[src/rtl/hpc_pkg.sv]
// shared types and constants for the headset pose to camera transform
`timescale 1ns / 1ps
package hpc_pkg;
    localparam int FRAC = 16;
    localparam logic [30:0] UPM_RESET = 31'(69) << FRAC;
    localparam logic [30:0] TELEPORT_RESET = 31'(100) << FRAC;

    typedef enum logic [2:0] {
        OP_LOAD_POSE = 3'd0,
        OP_LOAD_CAM  = 3'd1,
        OP_COMPUTE   = 3'd2,
        OP_RESET_BASE = 3'd3,
        OP_RECAL     = 3'd4
    } opcode_t;

    typedef enum logic {
        REG_UPM = 1'b0,
        REG_TELEPORT = 1'b1
    } reg_index_t;

    typedef enum logic [3:0] {
        ST_IDLE, ST_DIST, ST_CHECK, ST_REMAP, ST_SCALE, ST_MAC, ST_ROUND, ST_OUT
    } state_t;

    // controller to datapath
    typedef struct packed {
        logic       load_pose;
        logic       load_cam;
        logic       clr_base;
        logic       clr_height;
        logic       dist_step;   // accumulate one axis of teleport distance
        logic       dist_clr;
        logic       capture;     // conditional base capture
        logic       remap;       // axis remap and height latch, one row per step
        logic       scale;       // one translation axis per step
        logic       mac_clr;
        logic       mac_step;
        logic       round_res;
        logic [1:0] sub;         // axis counter within a step group
        logic [3:0] res_idx;     // output element being computed
    } ctrl_t;

    typedef struct packed {
        logic moved;
    } stat_t;

    function automatic logic signed [31:0] sat32(input logic signed [65:0] v);
        if (v > 66'sd2147483647) return 32'sh7fffffff;
        if (v < -66'sd2147483648) return 32'sh80000000;
        return v[31:0];
    endfunction
endpackage

[src/rtl/hpc_ctrl.sv]
// sequencer for loads, base capture, remap, scaling and output elements
`timescale 1ns / 1ps
module hpc_ctrl
    import hpc_pkg::*;
(
    input  logic        aclk,
    input  logic        aresetn,
    input  logic        s_valid,
    output logic        s_ready,
    input  logic [2:0]  s_opcode,
    input  logic [3:0]  s_element_index,
    output logic        m_valid,
    input  logic        m_ready,
    output logic [3:0]  m_result_index,
    output logic        m_last_element,
    output ctrl_t       ctrl
);
    state_t     state_reg, state_next;
    logic [1:0] sub_reg, sub_next;
    logic [3:0] ri_reg, ri_next;
    logic       take, sc_round_reg, sc_round_next;

    assign take = s_valid && s_ready;

    always_ff @(posedge aclk) begin
        if (!aresetn) begin
            state_reg <= ST_IDLE;
            sub_reg <= '0;
            ri_reg <= '0;
            sc_round_reg <= 1'b0;
        end else begin
            state_reg <= state_next;
            sub_reg <= sub_next;
            ri_reg <= ri_next;
            sc_round_reg <= sc_round_next;
        end
    end

    always_comb begin
        state_next = state_reg;
        sub_next = sub_reg;
        ri_next = ri_reg;
        sc_round_next = 1'b0;
        ctrl = '0;
        ctrl.sub = sub_reg;
        ctrl.res_idx = ri_reg;
        s_ready = (state_reg == ST_IDLE);
        m_valid = 1'b0;
        case (state_reg)
            ST_IDLE: begin
                if (take) begin
                    ctrl.load_pose = (s_opcode == OP_LOAD_POSE) && (s_element_index < 4'd12);
                    ctrl.load_cam = (s_opcode == OP_LOAD_CAM) && (s_element_index < 4'd12);
                    ctrl.clr_base = (s_opcode == OP_RESET_BASE);
                    ctrl.clr_height = (s_opcode == OP_RECAL);
                    if (s_opcode == OP_COMPUTE) begin
                        ctrl.dist_clr = 1'b1;
                        sub_next = '0;
                        state_next = ST_DIST;
                    end
                end
            end
            ST_DIST: begin
                ctrl.dist_step = 1'b1;
                sub_next = sub_reg + 2'd1;
                if (sub_reg == 2'd2) begin
                    state_next = ST_CHECK;
                end
            end
            ST_CHECK: begin
                ctrl.capture = 1'b1;
                sub_next = '0;
                state_next = ST_REMAP;
            end
            ST_REMAP: begin
                ctrl.remap = 1'b1;
                sub_next = sub_reg + 2'd1;
                if (sub_reg == 2'd2) begin
                    sub_next = '0;
                    state_next = ST_SCALE;
                end
            end
            ST_SCALE: begin
                // multiply one axis, then round it on the next pass
                ctrl.scale = 1'b1;
                ctrl.round_res = sc_round_reg;
                sc_round_next = !sc_round_reg;
                if (sc_round_reg) begin
                    sub_next = sub_reg + 2'd1;
                    if (sub_reg == 2'd2) begin
                        sub_next = '0;
                        ri_next = '0;
                        ctrl.mac_clr = 1'b1;
                        state_next = ST_MAC;
                    end
                end
            end
            ST_MAC: begin
                ctrl.mac_step = 1'b1;
                sub_next = sub_reg + 2'd1;
                if ((ri_reg < 4'd9 && sub_reg == 2'd2) || sub_reg == 2'd3) begin
                    sub_next = '0;
                    state_next = ST_ROUND;
                end
            end
            ST_ROUND: begin
                ctrl.round_res = 1'b1;
                state_next = ST_OUT;
            end
            ST_OUT: begin
                m_valid = 1'b1;
                if (m_ready) begin
                    ctrl.mac_clr = 1'b1;
                    ri_next = ri_reg + 4'd1;
                    state_next = (ri_reg == 4'd11) ? ST_IDLE : ST_MAC;
                end
            end
            default: state_next = ST_IDLE;
        endcase
    end

    assign m_result_index = ri_reg;
    assign m_last_element = (ri_reg == 4'd11);

    a_out_range: assert property (@(posedge aclk) disable iff (!aresetn)
        m_valid |-> ri_reg < 4'd12) else $error("result index out of range");
    a_no_accept_busy: assert property (@(posedge aclk) disable iff (!aresetn)
        (state_reg != ST_IDLE) |-> !s_ready) else $error("accept while busy");
    a_last_idle: assert property (@(posedge aclk) disable iff (!aresetn)
        (m_valid && m_ready && m_last_element) |=> state_reg == ST_IDLE)
        else $error("sequence not closed after last word");
endmodule

[config.mk]
export PLATFORM = sky130hd
export DESIGN_NAME = hpc_ctrl
export DESIGN_NICKNAME = d
export VERILOG_FILES = /design/src/rtl/hpc_pkg.sv /design/src/rtl/hpc_ctrl.sv
export SDC_FILE = /design/constraint.sdc
export NUM_CORES = 1
export LEC_CHECK = 0
export BUFFER_PORTS_ARGS = -buffer_cell sky130_fd_sc_hd__buf_2
export CORE_UTILIZATION = 43
export DETAILED_ROUTE_END_ITERATION = 16
export GPL_TIMING_DRIVEN = 0
export PLACE_DENSITY = 0.75
export SYNTH_ARGS = -nofsm -noshare
export SYNTH_HDL_FRONTEND = slang
export SYNTH_SLANG_ARGS = --single-unit
[constraint.sdc]
create_clock -name aclk -period 1.7 [get_ports aclk]
set_clock_uncertainty 0.15 [all_clocks]
set_input_delay 0 -clock aclk [delete_from_list [all_inputs] [get_ports aclk]]
set_output_delay 0 -clock aclk [all_outputs]
set_load 0.03 [all_outputs]
# == Yosys cells after proc, flatten, opt, wreduce, memory -nomap -nowiden ==
# Cells that the tools add are included.
# op_classes
n_addsub,2
order_cmp,2
eq_ne,22
mux,36
reduce_logical,14
# op_table
op,n
$mux 4,13
$pmux 4 s8,1
$eq 4x3->1 const B,4
$mux 1,12
$ne 2x2->1 const B,6
$pmux 2 s6,1
$mux 2,5
$eq 4x2->1 const B,2
$lt 4x4->1 const B,2
$pmux 4 s2,1
$reduce_and 4->1,2
$reduce_and 8->1,1
$eq 3x2->1 const B,2
$reduce_bool 6->1,1
$add 4x1->4 const B,1
$eq 2x2->1 const B,2
$eq 4x1->1 const B,1
$eq 4x4->1 const B,1
$logic_and 1x1->1,4
$logic_not 4->1,1
$ne 2x1->1 const B,2
$pmux 1 s2,2
$eq 3x1->1 const B,1
$eq 3x3->1 const B,1
other kinds (7),7
# word_totals
ff_bits,11
in_bits,11
elab_cells,80

# == Longest topological paths before layout ==
# Gate-level depths: netlist of run 1.
# logic_depth
ltp_word,5
ltp_mapped,7
depth_no_buf,7

# == Least setup slack after synthesis of run 1 ==
# Ideal clock, no wire load.
# synth_path
path_type,register to register
from,reg sub_reg[0]
to,reg state_reg[2]
setup_ns,0.088
t_arrival_ns,1.874
required_ns,1.462
setup_slack_ns,-0.412
stages_incl_launch_ff,7
path_cell_list,dfxtp_1 -> inv_1 -> ha_1 -> and3b_1 -> or3_1 -> o2111a_2 -> a311oi_2
# synth_between
elab_chain_len,5
elab_cells_between_ends,9
cone_classes,eq/ne (6); reduce/logical (3)
# synth_lines
element,line,text
start: declaration,hpc_ctrl.sv:19,"logic [1:0] sub_reg, sub_next;"
start signal: assignment,hpc_ctrl.sv:33,sub_reg <= sub_next;
$eq 2x2->1,-,
$logic_and 1x1->1,hpc_ctrl.sv:101,if ((ri_reg < 4'd9 && sub_reg == 2'd2) || sub_reg == 2'd3) begin
$logic_or 1x1->1,hpc_ctrl.sv:101,
$ne 2x2->1 (no line),-,
$reduce_and 8->1 (no line) *,-,
end signal: assignment,hpc_ctrl.sv:32,state_reg <= state_next;
end: declaration,hpc_ctrl.sv:18,"state_t state_reg, state_next;"
# Mark *: on every way between the ends. The rest lies on a longest branch, timed or not.
# A chain may end at the register's enable or synchronous reset.

# == Worst setup path in the final report of run 1 ==
# Same ends and word-level chain as after synthesis.

==> results of run 1 <==
-- layout by cell type, fill, tap and decap left out, drive strengths merged --
master       count
nand3            2
dfxtp           10
dlygate4sd3      1
buf             45
clkbuf           6
nor3             2
nor2b            7
o21ai            7
o2111a           1
a32o             1
and2             2
nor3b            1
nand3b           2
a32oi            1
a311oi           3
a21oi            6
inv             12
a211o            1
nor4             1
a31oi            2
nand2b           4
nand2           15
or3              2
ha              10
a41o             1
nor2             6
and3b            3
a2111oi          2
nor4b            1
nand4            1
mux2i            2
and3             2
o31ai            3
-- cell families (layout without fill, tap and decap cells) --
group	count (synthesis)	after routing	share of synthesized area
buffers and inverters	19	64	0.0975
and+or+nand+nor	51	51	0.304
DFF	10	10	0.220
muxes	2	2	0.0220
AOI/OAI and AO/OA	28	28	0.220
adders and majority gates	10	10	0.137
-- power groups by stage --
stage	combinational, mW	clock [mW]	sequential, mW
after floorplan	0.318	0	0.309
after global placement	0.428	0	0.298
after detailed placement	0.436	0	0.299
after CTS	0.526	0.237	0.304
after global routing	0.604	0.246	0.308
final	0.561	0.236	0.305
-- cell usage after synthesis, drive strengths merged --
library cell | number | share of area
or3 | 2 | 0.014
a2111oi | 2 | 0.019
mux2i | 2 | 0.022
nor4b | 1 | 0.0096
nand4 | 1 | 0.0069
clkbuf | 1 | 0.0041
a41o | 1 | 0.011
nand2b | 4 | 0.027
and3 | 2 | 0.014
o2111a | 1 | 0.014
a311oi | 3 | 0.036
and2 | 2 | 0.014
buf | 6 | 0.044
nor3 | 2 | 0.011
a32o | 1 | 0.011
nand3 | 2 | 0.011
a31oi | 2 | 0.014
dfxtp | 10 | 0.22
a211o | 1 | 0.0096
inv | 12 | 0.049
o21ai | 7 | 0.038
a32oi | 1 | 0.0096
ha | 10 | 0.14
nor3b | 1 | 0.0082
nand3b | 2 | 0.016
nor2b | 7 | 0.048
nand2 | 15 | 0.062
o31ai | 3 | 0.025
nor2 | 6 | 0.025
a21oi | 6 | 0.033
and3b | 3 | 0.030
nor4 | 1 | 0.0069
-- critical path, stage by stage, from the launching register on --
cell,delay (ns)
dfxtp_4,0.36
inv_4,0.04
ha_4,0.15
and3b_1,0.18
or3_1,0.35
o2111a_2,0.31
a311oi_2,0.21
-- layer usage --
| metal | routed length (um) | GRT usage | vias up |
|---|---|---|---|
| met1 | 1200 | 0.308 | 474 |
| met3 | 112 | 0.0340 | 11 |
| met4 | 76 | 0.0944 | 0 |
| met5 | 0 | 0 | - |
| li1 | - | - | 516 |
| met2 | 1240 | 0.351 | 44 |
-- final cells by class --
cell class	instances	area (sq um)	area share
inverter	12	55.1	0.0405
sequential	10	220	0.162
multi-input combinational	91	729	0.536
timing repair buffer	41	235	0.173
tap	27	33.8	0.0248
buffer	7	50.0	0.0368
clock buffer	4	36.3	0.0267
-- worst paths after layout --
| path | to | start | cells past startpoint | slack (ns) |
|---|---|---|---|---|
| worst max-delay path | state_reg[2] | sub_reg[0] | 6 | -0.12 |
| worst min-delay path | sub_reg[0] | s_opcode[1] | 5 | 0.13 |
| worst max register to register | state_reg[2] | sub_reg[0] | 6 | -0.12 |
| worst min register to register | state_reg[1] | state_reg[1] | 2 | 0.38 |
-- timing repair --
| action | in CTS | in global routing |
|---|---|---|
| hold buffers | 1 | 0 |
| setup buffers | 5 | 2 |
| resized for setup | 22 | 9 |
| pin swaps | 4 | 5 |
| hold endpoints to repair | 3 | 0 |
| endpoints found under the setup margin | 16 | 12 |
==> flow_summary.ini, run 1 <==
[place]
placed_cells = 180
hpwlAfterDp_um = 1760
numPortBuffers = 33
place.gp.congestion = 0.824
dpl_cell_area_sq_mm = 0.00117
pre_cts_ws_ns = -0.211

[floorplan]
die_y_um = 48.0
fp.dieW_um = 48.0
row_count = 16
io_pins = 36
dieArea_sq_mm = 0.00231
coreArea_sq_mm = 0.00198
initial_core_util = 0.460

[worst_setup_path]
critPathLaunchType = flip-flop
worst_setup_path_end_kind = flip-flop
cp.arrival_ns = 1.87
cp.required_ns = 1.75
path_max_fanout = 3
worstSetupPathType = reg -> reg

[logic_synthesis]
ys_ff_latch = 10
synth_fp_nets = 141
avgSynthCellArea_sq_um = 7.59
yosys_warnings = 0
netlist_instances = 120
synth_area_sq_um = 911
yosysUniqueCellTypes = 37
ys_seq_area_frac = 0.220

[pwr]
total_power_mw = 1.10
swShare = 0.435
power_leakage_nw = 0.640
p_clk_frac = 0.214
switchingPower_mw = 0.479
peakVddDrop_mv = 0.654
combPwrFrac = 0.509
p_int_mw = 0.623
power_per_cell_area_mw_per_mm2 = 810
seqPwrFrac = 0.277

[sta]
worstMarginPinSlew_ns = 0.343
final-setup-viol-count = 4
slew_viol_final = 0
min_period_ns = 1.82
relSlewSlack = 0.768
fmaxAchievable_mhz = 549
timing.setup.tns_ns = -0.277
hold_slack_ns = 0.126
timing.final.crit_share = 1.07
rsz0062_at_grt = true
finalHoldViolCount = 0
fin_ws_ns = -0.123

[finish]
n_fill_cell = 142
diodes = 0
nets = 187
layout-drive-gt1-share = 0.509
stdcell_count = 192
largest_reg_flops = 4
final_core_util = 0.686
postLayoutCellArea_sq_mm = 0.00136
syn_to_final_growth_pct = 49.3

[detailed_routing]
drt_wl_total_um = 2630
detail-route-antenna-nets = 0
vias_per_cell = 5.44
drt_iter0_markers = 33
wire_per_inst_um = 13.7
drc = 0
drtPass1Iterations = 4
via_count = 1045

[clocking]
max-clock-path-buffers = 2
insertion_delay_ns = 0.28
clock-sinks = 10
root_buffer = clkbuf_4
path_clk_slew_ns = 0.09
cts_htree_levels = 1
cts_tree = yes
cts-buffers-inserted = 3

[global_routing]
antenna_found_initial = 0
grt_pass1_vias = 834
gr-total-overflow = 0
grt_start_max_net_pins = 11
grt_first_pass_wirelength_um = 3620
grtUsageTotal = 0.226

[flow_run]
drv_cap = 0

[run_status]
violations = setup timing
status = finished with violations

[min_path]
min_path_type = in -> reg
Note: power is estimated with default switching activity, not from simulation.
==> run 2: changes to the inputs <==
--- a/constraint.sdc
+++ b/constraint.sdc
@@ -4,2 +4,2 @@
 set_output_delay 0 -clock aclk [all_outputs]
-set_load 0.03 [all_outputs]
+set_load 0.01 [all_outputs]
==> flow_summary.ini, run 2 (synthesized netlist as in run 1, its figures left out) <==
[run_status]
status = finished with violations
violations = setup timing

[detailed_routing]
drt_iter0_markers = 38
drt_wl_total_um = 2880
via_count = 1107
wirelength_met1_um = 1200
drtPass1Iterations = 4
routed-wl-met2_um = 1450
detail-route-antenna-nets = 0
drc = 0
wire_per_inst_um = 14.8
highest-signal-layer = met4
wl_met3_um = 175
vias_per_cell = 5.68

[sta]
min_period_ns = 1.81
fmaxAchievable_mhz = 552
relSlewSlack = 0.738
rsz0062_at_grt = true
final-setup-viol-count = 5
timing.final.crit_share = 1.07
slew_viol_final = 0
fin_ws_ns = -0.113
worstMarginPinSlew_ns = 0.387
finalHoldViolCount = 0
timing.setup.tns_ns = -0.295

[finish]
largest_reg_flops = 4
nets = 190
layout-drive-gt1-share = 0.536
n_fill_cell = 154
multi_input_area_sq_um = 769
final_core_util = 0.722
syn_to_final_growth_pct = 57.1
final_common_cell = buf_2
seq_area_sq_um = 223
final_cell_mix = 32 x buf_2, 15 x buf_4, 12 x nand2_1
diodes = 0

[pwr]
power_per_cell_area_mw_per_mm2 = 777
combPwrFrac = 0.512
p_int_mw = 0.661
power_leakage_nw = 0.671
switchingPower_mw = 0.451
p_clk_frac = 0.210
swShare = 0.405
seqPwrFrac = 0.278
peakVddDrop_mv = 0.940

[global_routing]
antenna_found_initial = 0
gr-total-overflow = 0
grt_first_pass_wirelength_um = 3450
grt_start_max_net_pins = 11
grt_pass1_vias = 829
grtUsageTotal = 0.216

[floorplan]
fp.dieW_um = 48.0
row_count = 16
dieArea_sq_mm = 0.00231
die_y_um = 48.0
coreArea_sq_mm = 0.00198
initial_core_util = 0.460
io_pins = 36

[place]
numPortBuffers = 33
place.gp.congestion = 0.835
pre_cts_ws_ns = -0.224
hpwlAfterDp_um = 1780

[worst_setup_path]
crit_path_max_incr_delay_ns = 0.37
critical_path.top_delay_family = simple AND/OR/NAND/NOR gates
worst-r2r-cell-count = 6
cp_slowest_cell = dfxtp_4
worst_setup_path_end_kind = flip-flop
critPathLaunchType = flip-flop
path_max_fanout = 3
cp.required_ns = 1.74
cp.depth = 6
path_cells = inv_4, ha_4, and3b_1, or3_1, o2111a_2, a311oi_2
cp.arrival_ns = 1.86
worstSetupPathType = reg -> reg
crit_buf_inv = 1

[clocking]
cts-buffers-inserted = 3
max-clock-path-buffers = 2
root_buffer = clkbuf_4
clock-sinks = 10
path_clk_slew_ns = 0.08
cts_tree = yes
insertion_delay_ns = 0.28
cts_htree_levels = 1

[min_path]
hold_depth = 5
min_path_type = in -> reg

[flow_run]
drv_cap = 0
==> run 2: repair_timing <==
| item | CTS | global route |
|---|---|---|
| resized for setup | 12 | 34 |
| pin swaps | 3 | 11 |
| setup buffers | 6 | 5 |
| cloned | 0 | 0 |
| hold buffers | 1 | 0 |
| hold endpoints to repair | 3 | 0 |
| setup endpoints to repair | 16 | 14 |
==> run 2: layout make-up <==
| class | instances | area share |
|---|---|---|
| Buffer | 6 | 0.0341 |
| Clock buffer | 4 | 0.0253 |
| Inverter | 12 | 0.0367 |
| Multi-Input combinational cell | 91 | 0.538 |
| Sequential cell | 10 | 0.156 |
| Tap cell | 27 | 0.0236 |
| Timing Repair Buffer | 45 | 0.187 |
==> run 2: final timing paths <==
kind / end / from / slack [ns]
max reg2reg: state_reg[2] / sub_reg[0] / -0.11
max: state_reg[2] / sub_reg[0] / -0.11
min: sub_reg[0] / s_opcode[1] / 0.13
min reg2reg: m_result_index[0] / m_result_index[0] / 0.40
==> run 2: worst register-to-register path, stage by stage (launching register included) <==
cell and delay (ns):
dfxtp_4 0.37, inv_4 0.04, ha_4 0.15, and3b_1 0.17, or3_1 0.34, o2111a_2 0.31
a311oi_2 0.20
==> run 2: routing by layer <==
layer  vias up  GRT usage
li1        524          -
met1       524      0.266
met2        53      0.368
met4         0      0.111
met5         -          0
met3         6     0.0264
==> run 2: metrics by stage <==
step	power, mW	hold WS [ns]	cells	area [sq um]
final	1.11	0.135	195	1430
after global routing	1.17	0.177	195	1430
after CTS	0.987	0.107	190	1270
after detailed placement	0.674	0.142	180	1140
after global placement	0.656	0.140	180	1140
after floorplan	0.559	-0.102	120	946
==> run 2: power groups by stage <==
| stage | sequential, mW | combinational (mW) | clock [mW] |
|---|---|---|---|
| floorplan | 0.296 | 0.264 | 0 |
| global placement | 0.298 | 0.358 | 0 |
| detailed placement | 0.299 | 0.375 | 0 |
| CTS | 0.292 | 0.460 | 0.234 |
| global route | 0.310 | 0.620 | 0.243 |
| finish | 0.309 | 0.570 | 0.233 |
